==> src/byte_fifo_burst_flags_defines.svh <==
// assertion macros for the burst byte fifo
// no dependencies; included by the top level only
`ifndef BYTE_FIFO_BURST_FLAGS_DEFINES_SVH
`define BYTE_FIFO_BURST_FLAGS_DEFINES_SVH

`ifndef SYNTHESIS
// clocked check, switched off while reset is high
`define FBF_ASSERT(lbl, clk, rst, prop, msg) \
   lbl: assert property (@(posedge clk) disable iff (rst) prop) else $error(msg);
// clocked check that also holds during reset
`define FBF_ASSERT_ALWAYS(lbl, clk, prop, msg) \
   lbl: assert property (@(posedge clk) prop) else $error(msg);
`else
`define FBF_ASSERT(lbl, clk, rst, prop, msg)
`define FBF_ASSERT_ALWAYS(lbl, clk, prop, msg)
`endif

`endif

==> src/fbf_pkg.sv <==
// shared types and constants of the burst byte fifo
// no dependencies; used by the interfaces, the lanes, the merge stage and the top level
package fbf_pkg;

   localparam int DATA_W    = 64;
   localparam int BURST_W   = 4;
   localparam int FILL_W    = 9;
   localparam int MARGIN_W  = 4;
   localparam int CSR_IDX_W = 1;
   localparam int CSR_DAT_W = 9;

   // register indexes of the csr port
   localparam logic [CSR_IDX_W-1:0] CSR_DEPTH  = 1'b0;
   localparam logic [CSR_IDX_W-1:0] CSR_MARGIN = 1'b1;

   localparam logic [FILL_W-1:0]   DEPTH_RESET  = 9'd256;
   localparam logic [MARGIN_W-1:0] MARGIN_RESET = 4'd1;

   // request codes
   typedef enum logic [1:0] {
      OP_WRITE   = 2'd0,
      OP_READ    = 2'd1,
      OP_ADVANCE = 2'd2,
      OP_PEEK    = 2'd3
   } op_type;

   // what the sequencer hands the merge stage at the end of an item
   typedef struct packed {
      op_type                op;
      logic [BURST_W-1:0]    done;
      logic [FILL_W-1:0]     fill;
      logic [FILL_W-1:0]     depth;
      logic [MARGIN_W-1:0]   margin;
      logic                  overrun;
      logic                  underrun;
   } status_type;

   // registered result item
   typedef struct packed {
      logic [DATA_W-1:0]     read_bytes;
      logic [BURST_W-1:0]    done_count;
      logic [FILL_W-1:0]     fill_level;
      logic                  not_full;
      logic                  not_almost_full;
      logic                  not_empty;
      logic                  not_almost_empty;
      logic                  overrun_flag;
      logic                  underrun_flag;
   } rsp_type;

endpackage

==> src/fbf_req_if.sv <==
// request channel of the burst byte fifo: valid, ready and the request fields
// depends on fbf_pkg for the field widths
interface fbf_req_if;
   logic                          valid;
   logic                          ready;
   logic [1:0]                    req_type;
   logic [fbf_pkg::BURST_W-1:0]   byte_count;
   logic [fbf_pkg::DATA_W-1:0]    write_bytes;
   logic                          clear_overrun;
   logic                          clear_underrun;

   modport source (
      output valid, req_type, byte_count, write_bytes, clear_overrun, clear_underrun,
      input  ready
   );
   modport sink (
      input  valid, req_type, byte_count, write_bytes, clear_overrun, clear_underrun,
      output ready
   );
endinterface

==> src/fbf_rsp_if.sv <==
// response channel of the burst byte fifo: valid, ready and the result fields
// depends on fbf_pkg for the field widths
interface fbf_rsp_if;
   logic                          valid;
   logic                          ready;
   logic [fbf_pkg::DATA_W-1:0]    read_bytes;
   logic [fbf_pkg::BURST_W-1:0]   done_count;
   logic [fbf_pkg::FILL_W-1:0]    fill_level;
   logic                          not_full;
   logic                          not_almost_full;
   logic                          not_empty;
   logic                          not_almost_empty;
   logic                          overrun_flag;
   logic                          underrun_flag;

   modport source (
      output valid, read_bytes, done_count, fill_level, not_full, not_almost_full,
             not_empty, not_almost_empty, overrun_flag, underrun_flag,
      input  ready
   );
   modport sink (
      input  valid, read_bytes, done_count, fill_level, not_full, not_almost_full,
             not_empty, not_almost_empty, overrun_flag, underrun_flag,
      output ready
   );
endinterface

==> src/fbf_lane.sv <==
// one byte lane of a burst: holds the byte to write or the byte read back
// depends on fbf_pkg for the step counter width
module fbf_lane #(
   parameter int LANE_IDX = 0
) (
   input  logic                          clock,
   input  logic                          load,
   input  logic [7:0]                    load_byte,
   input  logic [fbf_pkg::BURST_W-1:0]   step,
   input  logic                          rd_hit,
   input  logic [fbf_pkg::BURST_W-1:0]   rd_step,
   input  logic [7:0]                    rd_byte,
   output logic [7:0]                    wr_byte,
   output logic [7:0]                    held_byte
);

   localparam int BW = fbf_pkg::BURST_W;
   localparam logic [BW-1:0] MY_STEP = BW'(LANE_IDX);

   logic [7:0] byte_ff;
   logic [7:0] byte_in;

   // load at acceptance, catch the memory byte that belongs to this lane
   always_comb begin
      byte_in = byte_ff;
      if (load) begin
         byte_in = load_byte;
      end else if (rd_hit && (rd_step == MY_STEP)) begin
         byte_in = rd_byte;
      end
   end

   always_ff @(posedge clock) begin
      byte_ff <= byte_in;
   end

   // offer the byte to the memory only on this lane's step
   assign wr_byte   = (step == MY_STEP) ? byte_ff : 8'h00;
   assign held_byte = byte_ff;

endmodule

==> src/fbf_merge.sv <==
// merge stage: gathers the lane bytes, works out the level flags, registers the result
// depends on fbf_pkg for the status and result structs
module fbf_merge #(
   parameter int MAX_BURST = 8
) (
   input  logic                          clock,
   input  logic                          load,
   input  fbf_pkg::status_type           status,
   input  logic [8*MAX_BURST-1:0]        lane_bytes,
   output fbf_pkg::rsp_type              rsp
);

   localparam int DW = fbf_pkg::DATA_W;
   localparam int FW = fbf_pkg::FILL_W;

   fbf_pkg::rsp_type rsp_ff;
   fbf_pkg::rsp_type rsp_in;

   logic          show_rd;
   logic [FW-1:0] margin_ext;
   logic          full;
   logic          afull;
   logic          empty;
   logic          aempty;

   // level flags after the operation
   always_comb begin
      margin_ext = FW'(status.margin);
      full       = (status.fill >= status.depth);
      afull      = full || ((margin_ext <= status.depth) &&
                            (status.fill == (status.depth - margin_ext)));
      empty      = (status.fill == '0);
      aempty     = empty || (status.fill == margin_ext);
      show_rd    = (status.op == fbf_pkg::OP_READ) || (status.op == fbf_pkg::OP_PEEK);
   end

   // lane bytes only reach the result for reads and peeks
   always_comb begin
      rsp_in.read_bytes       = show_rd ? DW'(lane_bytes) : '0;
      rsp_in.done_count       = status.done;
      rsp_in.fill_level       = status.fill;
      rsp_in.not_full         = !full;
      rsp_in.not_almost_full  = !afull;
      rsp_in.not_empty        = !empty;
      rsp_in.not_almost_empty = !aempty;
      rsp_in.overrun_flag     = status.overrun;
      rsp_in.underrun_flag    = status.underrun;
   end

   always_ff @(posedge clock) begin
      if (load) begin
         rsp_ff <= rsp_in;
      end
   end

   assign rsp = rsp_ff;

endmodule

==> src/byte_fifo_burst_flags.sv <==
// burst byte fifo top level: sequencer, byte-wide ring memory, lanes and merge stage
// sequence: an accepted item passes run, drain and finish, where the result is registered;
// one that moves nothing goes straight to finish. Items are taken only in idle; one byte
// per cycle uses the single memory port; a result left waiting holds the next in finish
// reset: synchronous; pointers, fill and sticky flags clear, depth 256, margin 1, store kept
// depends on fbf_pkg, fbf_req_if, fbf_rsp_if, fbf_lane, fbf_merge and the defines header
`include "byte_fifo_burst_flags_defines.svh"

module byte_fifo_burst_flags #(
   parameter int DEPTH     = 256,
   parameter int MAX_BURST = 8
) (
   input  logic                             clock,
   input  logic                             reset,
   fbf_req_if.sink                          req_ch,
   fbf_rsp_if.source                        rsp_ch,
   input  logic                             csr_we,
   input  logic [fbf_pkg::CSR_IDX_W-1:0]    csr_index,
   input  logic [fbf_pkg::CSR_DAT_W-1:0]    csr_wdata
);

   localparam int BW    = fbf_pkg::BURST_W;
   localparam int FW    = fbf_pkg::FILL_W;
   localparam int MW    = fbf_pkg::MARGIN_W;
   localparam int PTR_W = $clog2(DEPTH);
   localparam int EXT_W = (PTR_W + 1 > FW + 1) ? PTR_W + 1 : FW + 1;
   localparam logic [EXT_W-1:0] DEPTH_EXT = EXT_W'(DEPTH);
   localparam logic [BW-1:0]    BURST_MAX = BW'(MAX_BURST);

   typedef enum logic [3:0] {
      ST_IDLE   = 4'b0001,
      ST_RUN    = 4'b0010,
      ST_DRAIN  = 4'b0100,
      ST_FINISH = 4'b1000
   } state_type;

   state_type              state_ff, state_in;
   logic [FW-1:0]          depth_ff, depth_in;
   logic [MW-1:0]          margin_ff, margin_in;
   logic [PTR_W-1:0]       wp_ff, wp_in;
   logic [PTR_W-1:0]       rp_ff, rp_in;
   logic [PTR_W-1:0]       scan_ff, scan_in;
   logic [FW-1:0]          fill_ff, fill_in;
   logic                   ovr_ff, ovr_in;
   logic                   unr_ff, unr_in;
   fbf_pkg::op_type        op_ff, op_in;
   logic [BW-1:0]          done_ff, done_in;
   logic [BW-1:0]          step_ff, step_in;
   logic                   rd_pend_ff, rd_pend_in;
   logic [BW-1:0]          rd_step_ff, rd_step_in;
   logic                   rsp_valid_ff, rsp_valid_in;
   logic [7:0]             rd_data_ff;
   logic [7:0]             byte_store_ff [DEPTH];

   logic [EXT_W-1:0]       depth_ext;
   logic [EXT_W-1:0]       d_ext;
   logic [EXT_W-1:0]       fill_ext;
   logic [EXT_W-1:0]       room;
   logic [EXT_W-1:0]       cnt_ext;
   logic [BW-1:0]          cnt;
   fbf_pkg::op_type        acc_op;
   logic [BW-1:0]          acc_done;
   logic                   accept;
   logic                   last_step;
   logic                   load_rsp;
   logic                   mem_we;
   logic [7:0]             wr_byte;
   logic [7:0]             lane_wr [MAX_BURST];
   logic [8*MAX_BURST-1:0] lane_bytes;
   fbf_pkg::status_type    status;
   fbf_pkg::rsp_type       rsp;

   // ring step that wraps at the depth in use
   function automatic logic [PTR_W-1:0] ptr_step(input logic [PTR_W-1:0] p,
                                                 input logic [EXT_W-1:0] d);
      logic [EXT_W-1:0] p1;
      p1 = EXT_W'(p) + EXT_W'(1);
      ptr_step = (p1 >= d) ? '0 : PTR_W'(p1);
   endfunction

   // depth in use, held within 1 and DEPTH
   always_comb begin
      depth_ext = EXT_W'(depth_ff);
      if (depth_ff == '0) begin
         d_ext = EXT_W'(1);
      end else if (depth_ext > DEPTH_EXT) begin
         d_ext = DEPTH_EXT;
      end else begin
         d_ext = depth_ext;
      end
   end

   assign accept = req_ch.valid && req_ch.ready;
   assign req_ch.ready = (state_ff == ST_IDLE);

   // burst length and bytes moved, decided when the item is accepted
   always_comb begin
      acc_op   = fbf_pkg::op_type'(req_ch.req_type);
      cnt      = (req_ch.byte_count > BURST_MAX) ? BURST_MAX : req_ch.byte_count;
      cnt_ext  = EXT_W'(cnt);
      fill_ext = EXT_W'(fill_ff);
      room     = d_ext - fill_ext;
      acc_done = '0;
      ovr_in   = ovr_ff;
      unr_in   = unr_ff;
      fill_in  = fill_ff;
      if (accept) begin
         if (req_ch.clear_overrun) begin
            ovr_in = 1'b0;
         end
         if (req_ch.clear_underrun) begin
            unr_in = 1'b0;
         end
         case (acc_op)
            fbf_pkg::OP_WRITE: begin
               if (cnt != '0) begin
                  if (fill_ext >= d_ext) begin
                     ovr_in = 1'b1;
                  end else begin
                     acc_done = (cnt_ext < room) ? cnt : BW'(room);
                     fill_in  = fill_ff + FW'(acc_done);
                  end
               end
            end
            fbf_pkg::OP_ADVANCE: begin
               if (fill_ff == '0) begin
                  unr_in = 1'b1;
               end else begin
                  acc_done = (cnt_ext < fill_ext) ? cnt : BW'(fill_ff);
                  fill_in  = fill_ff - FW'(acc_done);
               end
            end
            fbf_pkg::OP_READ, fbf_pkg::OP_PEEK: begin
               if (cnt != '0) begin
                  if (fill_ff == '0) begin
                     if (acc_op == fbf_pkg::OP_READ) begin
                        unr_in = 1'b1;
                     end
                  end else begin
                     acc_done = (cnt_ext < fill_ext) ? cnt : BW'(fill_ff);
                     if (acc_op == fbf_pkg::OP_READ) begin
                        fill_in = fill_ff - FW'(acc_done);
                     end
                  end
               end
            end
            default: begin
               acc_done = '0;
            end
         endcase
      end
   end

   // sequencer: one byte of the burst per cycle through the ring memory
   always_comb begin
      state_in     = state_ff;
      wp_in        = wp_ff;
      rp_in        = rp_ff;
      scan_in      = scan_ff;
      op_in        = op_ff;
      done_in      = done_ff;
      step_in      = step_ff;
      rd_pend_in   = 1'b0;
      rd_step_in   = rd_step_ff;
      load_rsp     = 1'b0;
      mem_we       = 1'b0;
      last_step    = ((step_ff + BW'(1)) == done_ff);
      rsp_valid_in = rsp_valid_ff && !rsp_ch.ready;
      case (state_ff)
         ST_IDLE: begin
            if (accept) begin
               op_in    = acc_op;
               done_in  = acc_done;
               step_in  = '0;
               scan_in  = rp_ff;
               state_in = (acc_done == '0) ? ST_FINISH : ST_RUN;
            end
         end
         ST_RUN: begin
            if (op_ff == fbf_pkg::OP_WRITE) begin
               mem_we = 1'b1;
               wp_in  = ptr_step(wp_ff, d_ext);
            end else begin
               scan_in = ptr_step(scan_ff, d_ext);
            end
            rd_pend_in = (op_ff == fbf_pkg::OP_READ) || (op_ff == fbf_pkg::OP_PEEK);
            rd_step_in = step_ff;
            step_in    = step_ff + BW'(1);
            if (last_step) begin
               state_in = ST_DRAIN;
            end
         end
         ST_DRAIN: begin
            state_in = ST_FINISH;
         end
         ST_FINISH: begin
            if (!rsp_valid_ff || rsp_ch.ready) begin
               load_rsp     = 1'b1;
               rsp_valid_in = 1'b1;
               if ((op_ff == fbf_pkg::OP_READ) || (op_ff == fbf_pkg::OP_ADVANCE)) begin
                  rp_in = scan_ff;
               end
               state_in = ST_IDLE;
            end
         end
         default: begin
            state_in = ST_IDLE;
         end
      endcase
   end

   // configuration registers
   always_comb begin
      depth_in  = depth_ff;
      margin_in = margin_ff;
      if (csr_we) begin
         case (csr_index)
            fbf_pkg::CSR_DEPTH:  depth_in  = csr_wdata;
            fbf_pkg::CSR_MARGIN: margin_in = csr_wdata[MW-1:0];
            default: begin
               depth_in = depth_ff;
            end
         endcase
      end
   end

   // control registers
   always_ff @(posedge clock) begin
      if (reset) begin
         state_ff     <= ST_IDLE;
         depth_ff     <= fbf_pkg::DEPTH_RESET;
         margin_ff    <= fbf_pkg::MARGIN_RESET;
         wp_ff        <= '0;
         rp_ff        <= '0;
         fill_ff      <= '0;
         ovr_ff       <= 1'b0;
         unr_ff       <= 1'b0;
         rd_pend_ff   <= 1'b0;
         rsp_valid_ff <= 1'b0;
      end else begin
         state_ff     <= state_in;
         depth_ff     <= depth_in;
         margin_ff    <= margin_in;
         wp_ff        <= wp_in;
         rp_ff        <= rp_in;
         fill_ff      <= fill_in;
         ovr_ff       <= ovr_in;
         unr_ff       <= unr_in;
         rd_pend_ff   <= rd_pend_in;
         rsp_valid_ff <= rsp_valid_in;
      end
   end

   // per-item registers
   always_ff @(posedge clock) begin
      scan_ff    <= scan_in;
      op_ff      <= op_in;
      done_ff    <= done_in;
      step_ff    <= step_in;
      rd_step_ff <= rd_step_in;
   end

   // byte-wide ring memory, registered read
   always_ff @(posedge clock) begin
      if (mem_we) begin
         byte_store_ff[wp_ff] <= wr_byte;
      end
      rd_data_ff <= byte_store_ff[scan_ff];
   end

   // byte lanes of the burst
   for (genvar gi = 0; gi < MAX_BURST; gi++) begin : g_lane
      fbf_lane #(
         .LANE_IDX (gi)
      ) u_lane (
         .clock     (clock),
         .load      (accept),
         .load_byte ((acc_op == fbf_pkg::OP_WRITE) ? req_ch.write_bytes[8*gi +: 8] : 8'h00),
         .step      (step_ff),
         .rd_hit    (rd_pend_ff),
         .rd_step   (rd_step_ff),
         .rd_byte   (rd_data_ff),
         .wr_byte   (lane_wr[gi]),
         .held_byte (lane_bytes[8*gi +: 8])
      );
   end

   // only the lane on the current step drives a byte
   always_comb begin
      wr_byte = 8'h00;
      for (int i = 0; i < MAX_BURST; i++) begin
         wr_byte = wr_byte | lane_wr[i];
      end
   end

   // status handed to the merge stage
   always_comb begin
      status.op       = op_ff;
      status.done     = done_ff;
      status.fill     = fill_ff;
      status.depth    = FW'(d_ext);
      status.margin   = margin_ff;
      status.overrun  = ovr_ff;
      status.underrun = unr_ff;
   end

   fbf_merge #(
      .MAX_BURST (MAX_BURST)
   ) u_merge (
      .clock      (clock),
      .load       (load_rsp),
      .status     (status),
      .lane_bytes (lane_bytes),
      .rsp        (rsp)
   );

   // result channel
   assign rsp_ch.valid            = rsp_valid_ff;
   assign rsp_ch.read_bytes       = rsp.read_bytes;
   assign rsp_ch.done_count       = rsp.done_count;
   assign rsp_ch.fill_level       = rsp.fill_level;
   assign rsp_ch.not_full         = rsp.not_full;
   assign rsp_ch.not_almost_full  = rsp.not_almost_full;
   assign rsp_ch.not_empty        = rsp.not_empty;
   assign rsp_ch.not_almost_empty = rsp.not_almost_empty;
   assign rsp_ch.overrun_flag     = rsp.overrun_flag;
   assign rsp_ch.underrun_flag    = rsp.underrun_flag;

   // checks
   `FBF_ASSERT(a_accept_starts, clock, reset, accept |=> (state_ff == ST_RUN || state_ff == ST_FINISH), "accepted item did not start")
   `FBF_ASSERT(a_rsp_not_lost, clock, reset, (state_ff == ST_FINISH && rsp_valid_ff && !rsp_ch.ready) |=> (state_ff == ST_FINISH && rsp_valid_ff), "waiting result overwritten")
   `FBF_ASSERT(a_rd_in_burst, clock, reset, rd_pend_ff |-> (state_ff == ST_RUN || state_ff == ST_DRAIN), "memory read outside a burst")
   `FBF_ASSERT_ALWAYS(a_done_bound, clock, (state_ff == ST_RUN) |-> (done_ff <= BURST_MAX && done_ff != '0), "burst length out of range")

endmodule
==> src/flat_wrapper.sv <==
// flat-port wrapper written by rule: the top's interface ports become plain ports
module byte_fifo_burst_flags_flat 
#(
   parameter int DEPTH     = 256,
   parameter int MAX_BURST = 8
)
  (clock, reset, csr_we, csr_index, csr_wdata, req_ch_valid, req_ch_req_type, req_ch_byte_count, req_ch_write_bytes, req_ch_clear_overrun, req_ch_clear_underrun, req_ch_ready, rsp_ch_valid, rsp_ch_read_bytes, rsp_ch_done_count, rsp_ch_fill_level, rsp_ch_not_full, rsp_ch_not_almost_full, rsp_ch_not_empty, rsp_ch_not_almost_empty, rsp_ch_overrun_flag, rsp_ch_underrun_flag, rsp_ch_ready);
  fbf_req_if req_ch_i ();
  fbf_rsp_if rsp_ch_i ();
  input  logic clock;
  input  logic reset;
  input  logic csr_we;
  input  logic [fbf_pkg::CSR_IDX_W-1:0] csr_index;
  input  logic [fbf_pkg::CSR_DAT_W-1:0] csr_wdata;
  input wire logic [$bits(req_ch_i.valid)-1:0] req_ch_valid;
  input wire logic [$bits(req_ch_i.req_type)-1:0] req_ch_req_type;
  input wire logic [$bits(req_ch_i.byte_count)-1:0] req_ch_byte_count;
  input wire logic [$bits(req_ch_i.write_bytes)-1:0] req_ch_write_bytes;
  input wire logic [$bits(req_ch_i.clear_overrun)-1:0] req_ch_clear_overrun;
  input wire logic [$bits(req_ch_i.clear_underrun)-1:0] req_ch_clear_underrun;
  output wire logic [$bits(req_ch_i.ready)-1:0] req_ch_ready;
  output wire logic [$bits(rsp_ch_i.valid)-1:0] rsp_ch_valid;
  output wire logic [$bits(rsp_ch_i.read_bytes)-1:0] rsp_ch_read_bytes;
  output wire logic [$bits(rsp_ch_i.done_count)-1:0] rsp_ch_done_count;
  output wire logic [$bits(rsp_ch_i.fill_level)-1:0] rsp_ch_fill_level;
  output wire logic [$bits(rsp_ch_i.not_full)-1:0] rsp_ch_not_full;
  output wire logic [$bits(rsp_ch_i.not_almost_full)-1:0] rsp_ch_not_almost_full;
  output wire logic [$bits(rsp_ch_i.not_empty)-1:0] rsp_ch_not_empty;
  output wire logic [$bits(rsp_ch_i.not_almost_empty)-1:0] rsp_ch_not_almost_empty;
  output wire logic [$bits(rsp_ch_i.overrun_flag)-1:0] rsp_ch_overrun_flag;
  output wire logic [$bits(rsp_ch_i.underrun_flag)-1:0] rsp_ch_underrun_flag;
  input wire logic [$bits(rsp_ch_i.ready)-1:0] rsp_ch_ready;
  assign req_ch_i.valid = req_ch_valid;
  assign req_ch_i.req_type = req_ch_req_type;
  assign req_ch_i.byte_count = req_ch_byte_count;
  assign req_ch_i.write_bytes = req_ch_write_bytes;
  assign req_ch_i.clear_overrun = req_ch_clear_overrun;
  assign req_ch_i.clear_underrun = req_ch_clear_underrun;
  assign req_ch_ready = req_ch_i.ready;
  assign rsp_ch_valid = rsp_ch_i.valid;
  assign rsp_ch_read_bytes = rsp_ch_i.read_bytes;
  assign rsp_ch_done_count = rsp_ch_i.done_count;
  assign rsp_ch_fill_level = rsp_ch_i.fill_level;
  assign rsp_ch_not_full = rsp_ch_i.not_full;
  assign rsp_ch_not_almost_full = rsp_ch_i.not_almost_full;
  assign rsp_ch_not_empty = rsp_ch_i.not_empty;
  assign rsp_ch_not_almost_empty = rsp_ch_i.not_almost_empty;
  assign rsp_ch_overrun_flag = rsp_ch_i.overrun_flag;
  assign rsp_ch_underrun_flag = rsp_ch_i.underrun_flag;
  assign rsp_ch_i.ready = rsp_ch_ready;
  byte_fifo_burst_flags #(.DEPTH(DEPTH), .MAX_BURST(MAX_BURST)) u_core (.clock(clock), .reset(reset), .req_ch(req_ch_i), .rsp_ch(rsp_ch_i), .csr_we(csr_we), .csr_index(csr_index), .csr_wdata(csr_wdata));
endmodule
==> config.mk <==
export PLATFORM = sky130hd
export DESIGN_NAME = byte_fifo_burst_flags_flat
export DESIGN_NICKNAME = d
export VERILOG_FILES = /design/src/fbf_pkg.sv /design/src/fbf_req_if.sv /design/src/fbf_rsp_if.sv /design/src/fbf_lane.sv /design/src/fbf_merge.sv /design/src/byte_fifo_burst_flags.sv /design/src/flat_wrapper.sv
export VERILOG_INCLUDE_DIRS = /design/src /design/src/src
export SDC_FILE = /design/constraint.sdc
export NUM_CORES = 2
export LEC_CHECK = 0
export CORE_MARGIN = 2
export CORE_UTILIZATION = 55
export DETAILED_ROUTE_END_ITERATION = 7
export DONT_BUFFER_PORTS = 1
export GPL_ROUTABILITY_DRIVEN = 1
export PLACE_DENSITY = 0.8
export SETUP_SLACK_MARGIN = 0.02
export SLEW_MARGIN = 20
export SYNTH_ARGS = -nofsm -noshare
export SYNTH_HDL_FRONTEND = slang
export SYNTH_HIERARCHICAL = 1
export SYNTH_SLANG_ARGS = --single-unit
==> constraint.sdc <==
create_clock -name clock -period 10.45 [get_ports clock]
set_clock_uncertainty 0.15 [all_clocks]
set_input_delay 1.045 -clock clock [delete_from_list [all_inputs] [get_ports clock]]
set_output_delay 1.045 -clock clock [all_outputs]
set_load 0.01 [all_outputs]
## Yosys cells after proc, flatten, opt, wreduce, memory -nomap -nowiden

Memories as Yosys holds them, arrays and structs flattened. A register that Yosys moved wholly into a read port is not among the register bits.
Cells that the tools add are included.
W data, S select, Z words.

- Add/sub/neg operators: 7
- Multiplexer cells: 80
- Reductions and logical operators: 50
- $lt $le $gt $ge: 9
- Equal/unequal tests: 37
- Bitwise operators: 9

Operators by type and width:

| kind | count |
|---|---|
| $mux W8 | 36 |
| $mux W9 | 8 |
| $or A8 B8 Y8 | 7 |
| $mux W4 | 13 |
| $eq A4 B3 Y1 const B | 9 |
| $pmux W9 S3 | 1 |
| $eq A4 B2 Y1 const B | 5 |
| $ge A10 B9 Y1 | 2 |
| $add A8 B1 Y9 const B | 2 |
| $ge A9 B9 Y1 | 2 |
| $logic_not A9 Y1 | 2 |
| $reduce_bool A2 Y1 | 9 |
| $sub A9 B4 Y9 | 2 |
| $mux W1 | 17 |
| $pmux W4 S4 | 1 |
| $pmux W8 S2 | 1 |
| $eq A4 B1 Y1 const B | 3 |
| $logic_not A4 Y1 | 3 |
| $pmux W4 S3 | 1 |
| $logic_and A1 B1 Y1 | 11 |
| $lt A4 B10 Y1 | 1 |
| $ne A2 B1 Y1 const B | 5 |
| $ne A2 B2 Y1 const B | 5 |
| $reduce_and A2 Y1 | 5 |
| other kinds (23) | 41 |

- Logic and storage cells: 225
- Memory bits (writable): 2048
- Memories: 1
- Input bits: 87
- Output and inout port bits: 85
- Register bits: 215

Memory list:

| memory | depth | width | rd ports | clocked after Yosys merged registers in | write ports | RTL line | text |
|---|---|---|---|---|---|---|---|
| u_core.byte_store_ff | 256 | 8 | 1 | 1 | 1 | byte_fifo_burst_flags.sv:53 | `logic [7:0] byte_store_ff [DEPTH];` |

## Longest topological paths before layout

- Word-level depth: 14
- Depth in mapped cells: 31
- Mapped depth without buffers: 31

## Hierarchy

The synthesis kept the hierarchy.

By module, submodules not included:

| module | times used | area each (um^2) | cells each |
|---|---|---|---|
| byte_fifo_burst_flags | 1 | 84157.0 | 3886 |
| fbf_merge | 1 | 3633.5 | 251 |
| fbf_lane at u_core.g_lane[5].u_lane ... | 2 | 435.4 | 28 |
| fbf_lane at u_core.g_lane[1].u_lane ... | 2 | 425.4 | 28 |
| fbf_lane at u_core.g_lane[7].u_lane | 1 | 459.2 | 28 |
| fbf_lane at u_core.g_lane[3].u_lane | 1 | 432.9 | 28 |
| fbf_lane at u_core.g_lane[4].u_lane | 1 | 422.9 | 28 |
| fbf_lane at u_core.g_lane[0].u_lane | 1 | 420.4 | 28 |

## Worst setup path after synthesis

Ideal clock, no wire load.

- Kind: input -> register
- Start point: input port rsp_ch_ready
- End point: register u_core.rp_ff[7]
- Stages on the path: 5
- Required time: 10172 ps
- Slack: 3678 ps
- Path buffers: 0
- Arrival time: 6494 ps
- Path through: nand2b_1 -> nor2b_1 -> nand2_1 -> mux2i_1 -> nor2_1

- Longest elaborated chain between the ends: 2

RTL lines:

| element | RTL line | text |
|---|---|---|
| start, declared | flat_wrapper.sv:32 | `input wire logic [$bits(rsp_ch_i.ready)-1:0] rsp_ch_ready;` |
| $logic_or A1 B1 Y1 | byte_fifo_burst_flags.sv:197 | `if (!rsp_valid_ff \|\| rsp_ch.ready) begin` |
| $reduce_and A3 Y1 (no line) | -- |  |
| end signal, assigned | byte_fifo_burst_flags.sv:245 | `rp_ff <= rp_in;` |
| end, declared | byte_fifo_burst_flags.sv:41 | `logic [PTR_W-1:0] rp_ff, rp_in;` |

Every way passes these cells.
A chain may end at the register's enable or synchronous reset.

## Worst setup path in the final report

- Start point: register u_core.depth_ff[8]
- End point: register u_core.fill_ff[8]

- Longest elaborated chain between the ends: 10
- Elaborated cells on any way between the ends: 14

RTL lines:

| element | RTL line | text |
|---|---|---|
| start, declared | byte_fifo_burst_flags.sv:38 | `logic [FW-1:0] depth_ff, depth_in;` |
| start signal, assigned | byte_fifo_burst_flags.sv:231 | `depth_ff <= fbf_pkg::DEPTH_RESET;` |
| start signal, assigned | byte_fifo_burst_flags.sv:242 | `depth_ff <= depth_in;` |
| $gt A9 B9 Y1 | byte_fifo_burst_flags.sv:86 | `end else if (depth_ext > DEPTH_EXT) begin` |
| $mux W9 | byte_fifo_burst_flags.sv:86 |  |
| $mux W9 (*) | byte_fifo_burst_flags.sv:84 | `if (depth_ff == '0) begin` |
| named net u_core.d_ext[2] | byte_fifo_burst_flags.sv:56 | `logic [EXT_W-1:0] d_ext;` |
| $sub A9 B9 Y10 | byte_fifo_burst_flags.sv:102 | `room = d_ext - fill_ext;` |
| $lt A4 B10 Y1 | byte_fifo_burst_flags.sv:120 | `acc_done = (cnt_ext < room) ? cnt : BW'(room);` |
| $mux W4 | byte_fifo_burst_flags.sv:120 |  |
| $add A9 B4 Y9 | byte_fifo_burst_flags.sv:121 | `fill_in = fill_ff + FW'(acc_done);` |
| $mux W9 | byte_fifo_burst_flags.sv:117 | `if (fill_ext >= d_ext) begin` |
| $mux W9 | byte_fifo_burst_flags.sv:116 | `if (cnt != '0) begin` |
| $pmux W9 S3 | byte_fifo_burst_flags.sv:114 | `case (acc_op)` |
| end signal, assigned | byte_fifo_burst_flags.sv:246 | `fill_ff <= fill_in;` |
| end, declared | byte_fifo_burst_flags.sv:43 | `logic [FW-1:0] fill_ff, fill_in;` |

Mark *: on every way through the listed nets, which the timed path passes. The rest lies on a longest branch. The select of a mux whose other input is x is not followed.

==> out/metrics.cfg <==
[worst_setup_path]
setup.worst_path.class = flop to flop
cp.required_ns = 11.03
critical_path_buf_inv_count = 3
cp-end-kind = flop
arrival_ns = 7.15
cp-start-kind = flop
critPathMaxFanout = 10
critPathTopFamily = compound AO/OA/AOI/OAI gates
slowest_delay_ns = 0.45
cp_slowest_cell = dfxtp_1

[logic_synthesis]
ys_ff_latch = 2271
synthArstFlopShare = 0
ys.flop_type = edfxtp_1
synth_nets = 4517
synth_edf_count = 2217
synth_mux_area_frac = 0.1771
synthXorXnorAreaFrac = 0.003551
synthTopCellsByArea = edfxtp_1, mux4_2, nor2_1, and2_1, dfxtp_1
seq_area_frac_synth = 0.7414
synth.most_common_cell = edfxtp_1
yosys.area_share.simple = 0.04274
synth.distinct_cells = 77
syn_area_sq_um = 91250
ys_warn_count = 6
yosys-top-cells-count = edfxtp_1, mux4_2, nor2_1
synth_top_family_by_area = multiplexers
postSynthCellCount = 4361
synth_compound_area_frac = 0.01209
syn_avg_cell_area_sq_um = 20.92
synth_top_area_frac = 0.7296
synth-adder-area-share = 0.009708
synth_area_leader_cell = edfxtp_1

[sta]
fin_crit_ns = 6.574
slew_violations = 0
worstMarginPinSlew_ns = 1.221
layout_setup_ws_ns = 3.876
fin_tns_setup_ns = 0
final-setup-viol-count = 0
fmax_mhz = 152.1
rsz0062_at_grt = false
holdWs_ns = 0.1288
period_share = 0.6291
hold_violations = 0
slew_headroom = 0.1783

[floorplanning]
die_w_um = 411.3
fp-row-count = 149
ios = 172
die_h_um = 411.3
initial_utilization = 0.5537
core-area_sq_um = 164800
dieArea_sq_um = 169200

[clocking]
tritoncts = built
clockBufferDepth = 3
cts-root-buf = clkbuf_16
cts.sink_count = 2271
clkLatencyLatePin_ns = 0.84
h-tree-depth = 4
cts_resized = 0
postCtsSetupBuffers = 0
hold_buffers = 0
cts_made_buffers = 212
clk_pin_slew_ns = 0.06

[run_status]
status = finished, final reports clean

[power]
switching_share = 0.3059
power_frac_comb = 0.266
sequentialPowerShare = 0.456
power.share.clock = 0.278
ir_drop_mv = 0.2999
p_int_uw = 18800
powerDensity_nw_per_um2 = 270.0
switchingPower_uw = 8288
power.leakage_uw = 0.03155

[global_routing]
gr-total-overflow = 0
track_usage = 0.2719
grt_start_max_net_pins = 256
grt_pass1_wl_um = 332600
grt_pass1_vias = 46430
antenna_found_initial = 5

[final_layout]
fin_nets = 4559
drive_gt1_frac = 0.2459
fillers = 10580
syn_to_final_growth_pct = 9.970

[detailed_routing]
postRouteWirelength_um = 228900
drtAntennaViolNets = 0
num_vias = 45860
vias_per_cell = 6.769
wire_per_inst_um = 33.79
drc = 0
drtIter0Drc = 6938
first_pass_iters = 6

[hold_path]
hp-class = input pin to flop

[place]
dp_slack_ns = 3.915
port_buffers = 0
hpwl_um = 120600
gp_congestion = 0.8431

[job]
maxCapViolCount = 0

[area by class of cell]
| class | instances | area (sq um) | share of cell area |
|---|---|---|---|
| antenna | 2 | 5.005 | 0.00004988 |
| clock buffer | 269 | 5583 | 0.05564 |
| clock inverter | 125 | 1051 | 0.01047 |
| inverter | 63 | 237.7 | 0.002369 |
| multi-input combinational | 1798 | 22450 | 0.2238 |
| sequential | 2271 | 67650 | 0.6742 |
| tap | 2189 | 2739 | 0.02729 |
| timing repair buffer | 57 | 620.6 | 0.006185 |
[sequential cells by signal (all words and copies together) (netlist names)]
signal,count
u_core/byte_store_ff,2048
u_core/depth_ff,9
u_core/done_ff,4
u_core/fill_ff,9
u_core/g_lane.u_lane/held_byte,64
u_core/margin_ff,4
u_core/op_ff,2
u_core/ovr_ff,1
u_core/rd_data_ff,8
u_core/rd_pend_ff,1
u_core/rd_step_ff,4
u_core/rp_ff,8
u_core/rsp_ch.valid,1
u_core/scan_ff,8
u_core/state_ff,4
u_core/step_ff,4
u_core/u_merge/rsp,83
u_core/unr_ff,1
u_core/wp_ff,8
[worst paths after layout]
path	from	to	slack (ns)	cells after the start
worst min-delay path	reset	u_core/unr_ff$_SDFFE_PP0P_	0.13	1
worst max-delay path	u_core/depth_ff[8]$_SDFFE_PP1P_	u_core/fill_ff[8]$_SDFFE_PP0P_	3.88	27
worst min register to register	u_core/unr_ff$_SDFFE_PP0P_	u_core/u_merge/rsp[0]$_DFFE_PP_	0.30	0
worst max register to register	u_core/depth_ff[8]$_SDFFE_PP1P_	u_core/fill_ff[8]$_SDFFE_PP0P_	3.88	27
[layout by cell type (no fill, tap or decap), types with 37 or more instances in the layout]
| cell type | synthesis | final |
|---|---|---|
| a21oi_1 | 38 | 38 |
| and2_1 | 189 | 189 |
| buf_4 | 4 | 42 |
| clkbuf_1 | 129 | 54 |
| clkbuf_16 | 0 | 215 |
| clkinv_1 | 1 | 54 |
| clkinv_2 | 0 | 37 |
| dfxtp_1 | 54 | 54 |
| edfxtp_1 | 2217 | 2217 |
| ha_1 | 66 | 66 |
| inv_1 | 61 | 60 |
| mux2_2 | 48 | 48 |
| mux4_2 | 672 | 672 |
| nand2_1 | 94 | 86 |
| nand3_1 | 40 | 40 |
| nor2_1 | 323 | 322 |
[per-stage QoR]
stage / total power, uW / instances / util / area [sq um]
detailed placement: 19450 / 6374 / 0.5679 / 93590
CTS: 27040 / 6768 / 0.6081 / 100200
global placement: 19210 / 6374 / 0.5679 / 93590
finish: 27090 / 6774 / 0.6089 / 100300
global route: 27830 / 6772 / 0.6088 / 100300
floorplan: 17460 / 4361 / - / 91250
[per-layer routing]
metal | vias up | global-route usage | share of wire
met3 | 526 | 0.05342 | 0.11
met2 | 3340 | 0.4465 | 0.50
met1 | 23990 | 0.3621 | 0.35
met5 | - | 0 | 0.000048
li1 | 17990 | - | -
met4 | 4 | 0.1083 | 0.045
[kinds of logic (layout without fill, tap and decap cells)]
logic type,Yosys count,in the layout
DFF,2271,2271
buffers and inverters,292,514
other,0,2
xor gates and xnor gates,37,37
muxes,758,758
AOI/OAI and AO/OA,159,159
and+or+nand+nor,775,775
adders and majority gates,69,69
[power by group through the flow]
stage,combinational [uW],sequential [uW],clock (uW)
floorplan,4560,12900,0
global placement,6680,12500,0
detailed placement,6900,12600,0
CTS,7070,12400,7610
global route,7550,12400,7910
finish,7200,12300,7540
No activity file was read; power rests on OpenSTA's default activity.
